==> config.mk <==
export PLATFORM = sky130hd
export DESIGN_NAME = sequential_list_engine_top
export DESIGN_NICKNAME = d
export VERILOG_FILES = /design/src/slist_pkg.sv /design/src/slist_mem.sv /design/src/slist_ctrl.sv /design/src/sequential_list_engine_top.sv
export VERILOG_INCLUDE_DIRS = /design/src /design/src/src
export SDC_FILE = /design/constraint.sdc
export NUM_CORES = 2
export LEC_CHECK = 0
export ABC_AREA = 0
export BUFFER_PORTS_ARGS = -buffer_cell sky130_fd_sc_hd__clkbuf_2
export CAP_MARGIN = 20
export CORE_UTILIZATION = 47
export CTS_CLUSTER_DIAMETER = 80
export DETAILED_ROUTE_END_ITERATION = 6
export SYNTH_ARGS = -nofsm -noshare
export SYNTH_HDL_FRONTEND = slang
export SYNTH_SLANG_ARGS = --single-unit
==> constraint.sdc <==
create_clock -name clk -period 11.5 [get_ports clk]
set_clock_uncertainty 0.05 [all_clocks]
set_input_delay 1.725 -clock clk [delete_from_list [all_inputs] [get_ports clk]]
set_output_delay 1.725 -clock clk [all_outputs]
set_load 0.01 [all_outputs]
==> src/assert_macros.svh <==
// ------------------------------------------------------------------------
// Assertion macros
// Shared helpers for clocked concurrent assertions with an active-low reset.
// ------------------------------------------------------------------------
`ifndef ASSERT_MACROS_SVH
`define ASSERT_MACROS_SVH

// Property must hold at every rising clock edge outside reset.
`define ASSERT_CLK(label, clk, rst_n, prop, msg) \
	label: assert property (@(posedge clk) disable iff (!(rst_n)) (prop)) \
		else $error(msg);

// When the trigger holds, the consequence must hold in the next cycle.
`define ASSERT_NEXT(label, clk, rst_n, trig, cons, msg) \
	label: assert property (@(posedge clk) disable iff (!(rst_n)) \
		(trig) |=> (cons)) else $error(msg);

`endif

==> src/slist_pkg.sv <==
// ------------------------------------------------------------------------
// Sequential list engine package
// Request kinds, result codes, sequencer states and shared structs.
// ------------------------------------------------------------------------
`timescale 1ns / 1ps
`default_nettype none

package slist_pkg;

	// Request kind carried on the input tuser field.
	typedef enum logic [1:0] {
		KIND_APPEND    = 2'd0,
		KIND_DELETE    = 2'd1,
		KIND_OVERWRITE = 2'd2,
		KIND_FIND      = 2'd3
	} kind_t;

	// Result status codes.
	typedef enum logic [2:0] {
		ST_DONE    = 3'd0,
		ST_FULL    = 3'd1,
		ST_EMPTY   = 3'd2,
		ST_RANGE   = 3'd3,
		ST_MISSING = 3'd4
	} status_t;

	// Sequencer states.
	typedef enum logic [2:0] {
		S_IDLE,
		S_EXEC,
		S_SHIFT,
		S_DRAIN,
		S_SCAN,
		S_SCAN_LAST,
		S_RESP
	} state_t;

	// Memory port enables from the sequencer.
	typedef struct packed {
		logic wr_en;
		logic rd_en;
	} mem_ctl_t;

	// One result item.
	typedef struct packed {
		status_t    status;
		logic [7:0] found_position;
		logic [7:0] length_now;
	} result_t;

endpackage

`default_nettype wire

==> src/slist_mem.sv <==
// ------------------------------------------------------------------------
// List entry memory
// One write port and one read port with registered read data.
// ------------------------------------------------------------------------
`timescale 1ns / 1ps
`default_nettype none

module slist_mem #(
	parameter int DEPTH = 128,
	parameter int AW    = 7
) (
	input  wire                    clk,
	input  slist_pkg::mem_ctl_t    ctl,
	input  wire [AW-1:0]           waddr,
	input  wire signed [31:0]      wdata,
	input  wire [AW-1:0]           raddr,
	output logic signed [31:0]     rdata
);

	logic signed [31:0] mem [DEPTH];

	// Write port.
	always_ff @(posedge clk) begin
		if (ctl.wr_en) begin
			mem[waddr] <= wdata;
		end
	end

	// Read port with registered read data.
	always_ff @(posedge clk) begin
		if (ctl.rd_en) begin
			rdata <= mem[raddr];
		end
	end

endmodule

`default_nettype wire

==> src/slist_ctrl.sv <==
// ------------------------------------------------------------------------
// List sequencer
// Decodes a request, holds the entry count and walks the memory for the
// delete shift and the find scan.
// ------------------------------------------------------------------------
`timescale 1ns / 1ps
`default_nettype none

module slist_ctrl #(
	parameter int CAPACITY = 128,
	parameter int AW       = 7,
	parameter int CW       = 8
) (
	input  wire                     clk,
	input  wire                     arst_n,
	input  wire                     req_valid,
	output logic                    req_ready,
	input  slist_pkg::kind_t        req_kind,
	input  wire [7:0]               req_pos,
	input  wire signed [31:0]       req_value,
	output logic                    res_valid,
	input  wire                     res_ready,
	output slist_pkg::result_t      res,
	output slist_pkg::mem_ctl_t     mem_ctl,
	output logic [AW-1:0]           mem_waddr,
	output logic signed [31:0]      mem_wdata,
	output logic [AW-1:0]           mem_raddr,
	input  wire signed [31:0]       mem_rdata
);

	localparam int CMPW = (CW > 8) ? CW : 8;

	slist_pkg::state_t    state_q, state_d;
	slist_pkg::kind_t     kind_q;
	slist_pkg::status_t   status_q;
	logic [7:0]           pos_q;
	logic signed [31:0]   val_q;
	logic [CW-1:0]        count_q;
	logic [AW-1:0]        idx_q;
	logic [7:0]           found_q;
	logic                 cmp_s1;
	logic [AW-1:0]        idx_s1;
	logic                 shift_s1;
	logic [AW-1:0]        waddr_s1;

	logic [CMPW-1:0]      pos_ext, count_ext, found_full;
	logic                 pos_ok, is_full, is_empty, pos_is_last, idx_last, match;
	logic                 exec_wr;
	logic [AW-1:0]        exec_addr;

	// Request checks against the current count.
	always_comb begin
		pos_ext     = CMPW'(pos_q);
		count_ext   = CMPW'(count_q);
		pos_ok      = (pos_ext != '0) && (pos_ext <= count_ext);
		is_full     = (count_q == CW'(CAPACITY));
		is_empty    = (count_q == '0);
		pos_is_last = (pos_ext == count_ext);
		idx_last    = (CW'(idx_q) == (count_q - CW'(1)));
		match       = cmp_s1 && (mem_rdata == val_q);
		found_full  = CMPW'(idx_s1) + CMPW'(1);
	end

	// Next state.
	always_comb begin
		state_d = state_q;
		case (state_q)
			slist_pkg::S_IDLE: begin
				if (req_valid) state_d = slist_pkg::S_EXEC;
			end
			slist_pkg::S_EXEC: begin
				case (kind_q)
					slist_pkg::KIND_DELETE: begin
						if (is_empty || !pos_ok || pos_is_last) state_d = slist_pkg::S_RESP;
						else state_d = slist_pkg::S_SHIFT;
					end
					slist_pkg::KIND_FIND: begin
						if (is_empty) state_d = slist_pkg::S_RESP;
						else state_d = slist_pkg::S_SCAN;
					end
					default: state_d = slist_pkg::S_RESP;
				endcase
			end
			slist_pkg::S_SHIFT: begin
				if (idx_last) state_d = slist_pkg::S_DRAIN;
			end
			slist_pkg::S_DRAIN: state_d = slist_pkg::S_RESP;
			slist_pkg::S_SCAN: begin
				if (match) state_d = slist_pkg::S_RESP;
				else if (idx_last) state_d = slist_pkg::S_SCAN_LAST;
			end
			slist_pkg::S_SCAN_LAST: state_d = slist_pkg::S_RESP;
			slist_pkg::S_RESP: begin
				if (res_ready) state_d = slist_pkg::S_IDLE;
			end
			default: state_d = slist_pkg::S_IDLE;
		endcase
	end

	// Handshake and memory port outputs.
	always_comb begin
		req_ready = (state_q == slist_pkg::S_IDLE);
		res_valid = (state_q == slist_pkg::S_RESP);

		exec_wr   = 1'b0;
		exec_addr = count_q[AW-1:0];
		if (state_q == slist_pkg::S_EXEC) begin
			case (kind_q)
				slist_pkg::KIND_APPEND: begin
					exec_wr   = !is_full;
					exec_addr = count_q[AW-1:0];
				end
				slist_pkg::KIND_OVERWRITE: begin
					exec_wr   = pos_ok;
					exec_addr = AW'(pos_ext - CMPW'(1));
				end
				default: exec_wr = 1'b0;
			endcase
		end

		mem_ctl.wr_en = exec_wr || shift_s1;
		mem_ctl.rd_en = (state_q == slist_pkg::S_SHIFT) || (state_q == slist_pkg::S_SCAN);
		mem_waddr     = shift_s1 ? waddr_s1 : exec_addr;
		mem_wdata     = shift_s1 ? mem_rdata : val_q;
		mem_raddr     = idx_q;

		res.status         = status_q;
		res.found_position = found_q;
		res.length_now     = count_ext[7:0];
	end

	// Control registers.
	always_ff @(posedge clk or negedge arst_n) begin
		if (!arst_n) begin
			state_q  <= slist_pkg::S_IDLE;
			count_q  <= '0;
			cmp_s1   <= 1'b0;
			shift_s1 <= 1'b0;
		end else begin
			state_q  <= state_d;
			cmp_s1   <= (state_q == slist_pkg::S_SCAN);
			shift_s1 <= (state_q == slist_pkg::S_SHIFT);
			if (state_q == slist_pkg::S_EXEC) begin
				case (kind_q)
					slist_pkg::KIND_APPEND: begin
						if (!is_full) count_q <= count_q + CW'(1);
					end
					slist_pkg::KIND_DELETE: begin
						if (!is_empty && pos_ok && pos_is_last) count_q <= count_q - CW'(1);
					end
					default: count_q <= count_q;
				endcase
			end else if (state_q == slist_pkg::S_DRAIN) begin
				count_q <= count_q - CW'(1);
			end
		end
	end

	// Request, index and result registers.
	always_ff @(posedge clk) begin
		idx_s1   <= idx_q;
		waddr_s1 <= idx_q - AW'(1);
		case (state_q)
			slist_pkg::S_IDLE: begin
				if (req_valid) begin
					kind_q   <= req_kind;
					pos_q    <= req_pos;
					val_q    <= req_value;
					status_q <= slist_pkg::ST_DONE;
					found_q  <= '0;
				end
			end
			slist_pkg::S_EXEC: begin
				case (kind_q)
					slist_pkg::KIND_APPEND: begin
						if (is_full) status_q <= slist_pkg::ST_FULL;
					end
					slist_pkg::KIND_DELETE: begin
						if (is_empty) status_q <= slist_pkg::ST_EMPTY;
						else if (!pos_ok) status_q <= slist_pkg::ST_RANGE;
						idx_q <= AW'(pos_ext);
					end
					slist_pkg::KIND_OVERWRITE: begin
						if (!pos_ok) status_q <= slist_pkg::ST_RANGE;
					end
					default: begin
						if (is_empty) status_q <= slist_pkg::ST_MISSING;
						idx_q <= '0;
					end
				endcase
			end
			slist_pkg::S_SHIFT: idx_q <= idx_q + AW'(1);
			slist_pkg::S_SCAN: begin
				if (match) found_q <= found_full[7:0];
				idx_q <= idx_q + AW'(1);
			end
			slist_pkg::S_SCAN_LAST: begin
				if (match) found_q <= found_full[7:0];
				else status_q <= slist_pkg::ST_MISSING;
			end
			default: idx_q <= idx_q;
		endcase
	end

endmodule

`default_nettype wire

==> src/sequential_list_engine_top.sv <==
// ------------------------------------------------------------------------
// Sequential list engine
// Ordered list of signed 32-bit words with append, delete, overwrite, find.
// ------------------------------------------------------------------------
// Usage:
// A request enters on the s_axis channel: tuser carries the kind, tdata the
// position and the value. Each request gives exactly one result transaction
// on the m_axis channel with the status, the found position and the length.
// Requests are worked one at a time. Append, overwrite, refused requests and
// a delete of the last entry pass from the execute state straight to the
// result state. A delete at position p moves count - p entries through the
// single memory port pair, one per cycle. A find reads one entry a cycle
// until it matches or reaches the last entry. A result waits in an output
// register, so the next request is accepted while the receiver stalls; its
// result is held back until the register is free. Reset empties the list at
// once; entries are not cleared.
// ------------------------------------------------------------------------
`timescale 1ns / 1ps
`default_nettype none
`include "assert_macros.svh"

module sequential_list_engine_top #(
	parameter int CAPACITY = 128
) (
	input  wire         clk,
	input  wire         arst_n,
	input  wire         s_axis_tvalid,
	output logic        s_axis_tready,
	input  wire [39:0]  s_axis_tdata,  // [7:0] position, [39:8] value
	input  wire [1:0]   s_axis_tuser,  // [1:0] kind
	output logic        m_axis_tvalid,
	input  wire         m_axis_tready,
	output logic [23:0] m_axis_tdata   // [2:0] status, [10:3] found_position,
	                                   // [18:11] length_now, [23:19] zero
);

	localparam int AW = $clog2(CAPACITY);
	localparam int CW = $clog2(CAPACITY + 1);

	slist_pkg::mem_ctl_t mem_ctl;
	slist_pkg::result_t  res;
	slist_pkg::result_t  res_q;
	logic [AW-1:0]       mem_waddr, mem_raddr;
	logic signed [31:0]  mem_wdata, mem_rdata;
	logic                res_valid, res_ready;
	logic                m_valid_q;

	// Sequencer with the count and the request decode.
	slist_ctrl #(
		.CAPACITY (CAPACITY),
		.AW       (AW),
		.CW       (CW)
	) u_ctrl (
		.clk       (clk),
		.arst_n    (arst_n),
		.req_valid (s_axis_tvalid),
		.req_ready (s_axis_tready),
		.req_kind  (slist_pkg::kind_t'(s_axis_tuser)),
		.req_pos   (s_axis_tdata[7:0]),
		.req_value (s_axis_tdata[39:8]),
		.res_valid (res_valid),
		.res_ready (res_ready),
		.res       (res),
		.mem_ctl   (mem_ctl),
		.mem_waddr (mem_waddr),
		.mem_wdata (mem_wdata),
		.mem_raddr (mem_raddr),
		.mem_rdata (mem_rdata)
	);

	// Entry storage.
	slist_mem #(
		.DEPTH (CAPACITY),
		.AW    (AW)
	) u_mem (
		.clk   (clk),
		.ctl   (mem_ctl),
		.waddr (mem_waddr),
		.wdata (mem_wdata),
		.raddr (mem_raddr),
		.rdata (mem_rdata)
	);

	// Output register: loads when empty or when its transaction completes.
	assign res_ready = !m_valid_q || m_axis_tready;

	always_ff @(posedge clk or negedge arst_n) begin
		if (!arst_n) begin
			m_valid_q <= 1'b0;
		end else if (res_ready) begin
			m_valid_q <= res_valid;
		end
	end

	always_ff @(posedge clk) begin
		if (res_valid && res_ready) begin
			res_q <= res;
		end
	end

	assign m_axis_tvalid = m_valid_q;
	assign m_axis_tdata  = {5'd0, res_q.length_now, res_q.found_position, res_q.status};

	// The engine is not ready for a request in the cycle after taking one.
	`ASSERT_NEXT(a_busy_after_accept, clk, arst_n, s_axis_tvalid && s_axis_tready,
		!s_axis_tready, "request accepted while the engine was busy")

	// A result handed to the output register is shown in the next cycle.
	`ASSERT_NEXT(a_result_shown, clk, arst_n, res_valid && res_ready,
		m_axis_tvalid, "result lost on its way to the output register")

	// A missing value never reports a position.
	`ASSERT_CLK(a_missing_no_pos, clk, arst_n,
		!m_valid_q || (res_q.status != slist_pkg::ST_MISSING) ||
		(res_q.found_position == 8'd0), "not-found result carries a position")

endmodule

`default_nettype wire
==> impl_results.md <==
* Crit path largest cell delay at just over 0.9 ns
* CP Launch Type: flop
* Final Hold Fails at 0
* Die area at 350000 um2
* CTS max path bufs at 4
* Hpwl dp at between 200 and 300 mm
* WL final at 484 mm
* Hold EP: m_axis_tdata[10]
* Initial Util at 0.472
* CP dominant cell by count: buf_4
* Fin. max-slew vios at 0
* Asr flop ratio synth at 0.00331
* Worst r2r src: u_ctrl.count_ext[2]
* Hold Crit Class: flop to flop
* Area grow syn2layout at 12.6%
* Leak at 58.8 nW
* CTS tree: done
* Largest net degree at the start of global routing at between 100 and 150
* Most frequent cells in the layout: 4207 x edfxtp_1, 1159 x mux4_2, 434 x clkbuf_16
* CTS Hold Bufs at 0
* H-tree depth at 5
* EDFF count, synth at around 4.2k
* CTS Buf Count at between 400 and 500
* Cell count after synthesis at slightly below 7k
* Commonest non-fill, non-tap cell in the layout: edfxtp_1
* WL/cell at around 39 um
* Initial antenna violation count at 42
* Worst hold path depth at 0
* HP Start: u_ctrl.found_q[7]
* Clock tree root driver cell: clkbuf_16
* Final Wtd Congestion at approximately 1.0
* Synth Register Bits at ~4.2k
* Die Width at 592 um
* Layout net count at between 7k and 8k
* Synth unique cells at 80
* Clock transition at path regs at 0.06 ns
* First-pass GRT wire length at 658 mm
* Share of layout cells above drive strength 1 at 0.297
* Status: finished, violations left
* Worst-Margin Slew at 1.49 ns
* IO Count at 72
* Netlist Area Pre-Place at 163000 um2
* Post-layout util at 0.532
* GRT overflow at 0
* R2R depth at 11
* R2R Path End: u_mem.mem[78][3]
* FMAX at roughly 0.19 GHz
* CP endpoint kind: flop
* Cell Chain, Critical Path: inv_1 > ha_1 > and3_1 > and4_1 > o21ai_1 > o31a_2 > buf_4 > buf_4 > buf_4 > nor3_2 > buf_4
* Tmin final at 5.40 ns
* Num rows at 216
* Most common flop cell mapped by yosys: edfxtp_1
* Pwr/cell area at ~160 nW/um2
* Top-area cell type share of the netlist area at 0.773
* Max cap viols at 1
* Net Switching at a little under 0.006 W
* Drt first pass iters at 7
* Peak supply drop at between 0.1 and 0.15 mV
* Vias in the first global route at roughly 79k
* Flop pwr share at 0.557
* DRT antenna net count at 0
* Worst slew margin at 0.00885
* RSZ-0062 raised after global routing: no
* Syn Area/Cell at between 20 and 25 um2
* # clock sinks at between 4k and 5k
* YS warnings at 0
* Int Pwr at approximately 0.024 W
* # DRC at 40
* Yosys top cell by area: edfxtp_1
* Max FO, Critical Path at between 50 and 60
* Fin crit share at 0.470
* R2r setup slk at ~6.1 ns
* Setup Total Neg Slack at 0 ns
* # setup viols final at 0
* Post-CTS resize count at 0
* Postcts setup bufs at 0
* Worst Path Arrival at between 5 and 6 ns
* DRT iter0 DRCs at roughly 12k
* Clock power share at 0.443
* Vias/cell at 6.56
* CP max stage cell: buf_4
* Buffers added on ports at 66
* Comb power frac at 0.001
* CORE AREA at around 350000 um2
* Violated checks: DRC, capacitance limit
* Worst Path Class, Setup: flop to flop
* All-layer global routing usage at 0.276
* Clk_lat worst skew at 1.00 ns
* Worst EP required at roughly 12 ns
* Die Span Y at between 500 and 600 um
* Area contributors post-synth: edfxtp_1 77%, mux4_2 16%, mux2i_1 1.1%
* Seq/Total Area, Yosys at 0.777
* Switching part of the total at 0.196
* Via count at approximately 81k
cell families (layout without fill, tap and decap cells):
family | after synthesis | in the layout | synth area share
DFF | 4235 | 4235 | 0.777
muxes | 1385 | 1385 | 0.174
and+or+nand+nor | 467 | 467 | 0.0140
buffers and inverters | 417 | 1183 | 0.0145
AOI/OAI and AO/OA | 368 | 368 | 0.0157
xor gates and xnor gates | 68 | 68 | 0.00365
adders and majority gates | 15 | 15 | 0.00115
other | 1 | 17 | 0.0000230
power by group through the flow:
| stage | clock [W] | sequential (W) | combinational [W] |
|---|---|---|---|
| 3_3_place_gp | 0 | 0.0170 | 0.0000177 |
| 2_1_floorplan | 0 | 0.0170 | 0.00000210 |
| 4_1_cts | 0.0135 | 0.0167 | 0.0000181 |
| 5_1_grt | 0.0140 | 0.0167 | 0.0000180 |
| 6_report | 0.0133 | 0.0167 | 0.0000180 |
| 3_5_place_dp | 0 | 0.0170 | 0.0000177 |
flip-flops by register name (all words and copies together) (netlist names), 3 cells and up:
name              count
u_ctrl.found_q        8
u_ctrl.state_q        3
u_ctrl.pos_ext        8
u_ctrl.count_ext      8
u_ctrl.val_q         32
u_ctrl.status_q       3
u_mem.rdata          32
u_ctrl.idx_s1         7
u_ctrl.mem_raddr      7
u_mem.mem          4096
u_ctrl.waddr_s1       7
m_axis_tdata         19
synth_stat cells, types with 11 or more instances:
| cell | count |
|---|---|
| buf_2 | 127 |
| clkbuf_1 | 108 |
| nor2b_1 | 14 |
| o21ai_0 | 47 |
| a211oi_1 | 12 |
| buf_6 | 50 |
| nor4_1 | 20 |
| o22ai_1 | 28 |
| a21oi_1 | 75 |
| xor2_1 | 40 |
| o211ai_1 | 11 |
| a22oi_1 | 53 |
| nor2_1 | 52 |
| ha_1 | 15 |
| buf_4 | 58 |
| dfrtp_1 | 14 |
| nor3_1 | 158 |
| inv_1 | 24 |
| nand2_1 | 120 |
| o221ai_1 | 27 |
| a221oi_1 | 26 |
| xnor2_1 | 28 |
| mux4_2 | 1159 |
| and3_1 | 11 |
| mux2i_1 | 181 |
| buf_1 | 43 |
| nand3_1 | 43 |
| dfxtp_1 | 14 |
| mux2_2 | 45 |
| edfxtp_1 | 4207 |
metrics by stage:
stage / hold WS (ns) / area (um2) / cells / setup slack (ns) / total power [W]
final: 0.358 / 184000 / 12300 / 6.10 / 0.0300
after global routing: 0.383 / 184000 / 12300 / 6.02 / 0.0307
after CTS: 0.370 / 184000 / 12300 / 6.13 / 0.0302
after detailed placement: 0.356 / 170000 / 11500 / 6.15 / 0.0171
after global placement: 0.352 / 170000 / 11500 / 6.02 / 0.0171
after floorplan: 0.293 / 163000 / 6960 / 6.54 / 0.0170
routing by layer:
metal | GRT usage | routed length [um] | share of wire | vias to the layer above
met2 | 0.415 | 220000 | 0.45 | 5052
met4 | 0.124 | 26100 | 0.054 | 18
met5 | 0.000676 | 238 | 0.00049 | -
met1 | 0.376 | 182000 | 0.37 | 43900
met3 | 0.0799 | 56600 | 0.12 | 1027
li1 | - | - | - | 30800
area by class of cell:
type | instances | area [um2]
fill | 26100 | 162000
sequential | 4235 | 127000
multi-input combinational | 2308 | 34900
clock buffer | 554 | 11300
tap | 4578 | 5730
timing repair buffer | 368 | 2920
clock inverter | 235 | 1920
inverter | 26 | 103
antenna | 12 | 30.0
worst max path at each step:
stage                                   start           endpoint  cells after the start
after floorplan           u_ctrl.count_ext[2]  u_mem.mem[108][0]                     10
after detailed placement  u_ctrl.mem_raddr[3]    u_mem.rdata[24]                      7
after CTS                 u_ctrl.mem_raddr[3]    u_mem.rdata[24]                      7
after global placement    u_ctrl.mem_raddr[1]    u_mem.rdata[10]                      7
final                     u_ctrl.count_ext[2]   u_mem.mem[78][3]                     11
after global routing      u_ctrl.count_ext[2]  u_mem.mem[78][17]                     11
critical path, delay by kind of cell (launching register included):
| kind | cells | cell delay (ns) |
|---|---|---|
| flip-flops | 1 | 0.57 |
| AND/OR/NAND/NOR | 3 | 0.66 |
| AO/OA/AOI/OAI | 2 | 0.69 |
| buffers and inverters | 5 | 2.55 |
| adder cells (fa/ha/maj) | 1 | 0.33 |
Power figures use the tool's default switching activity.
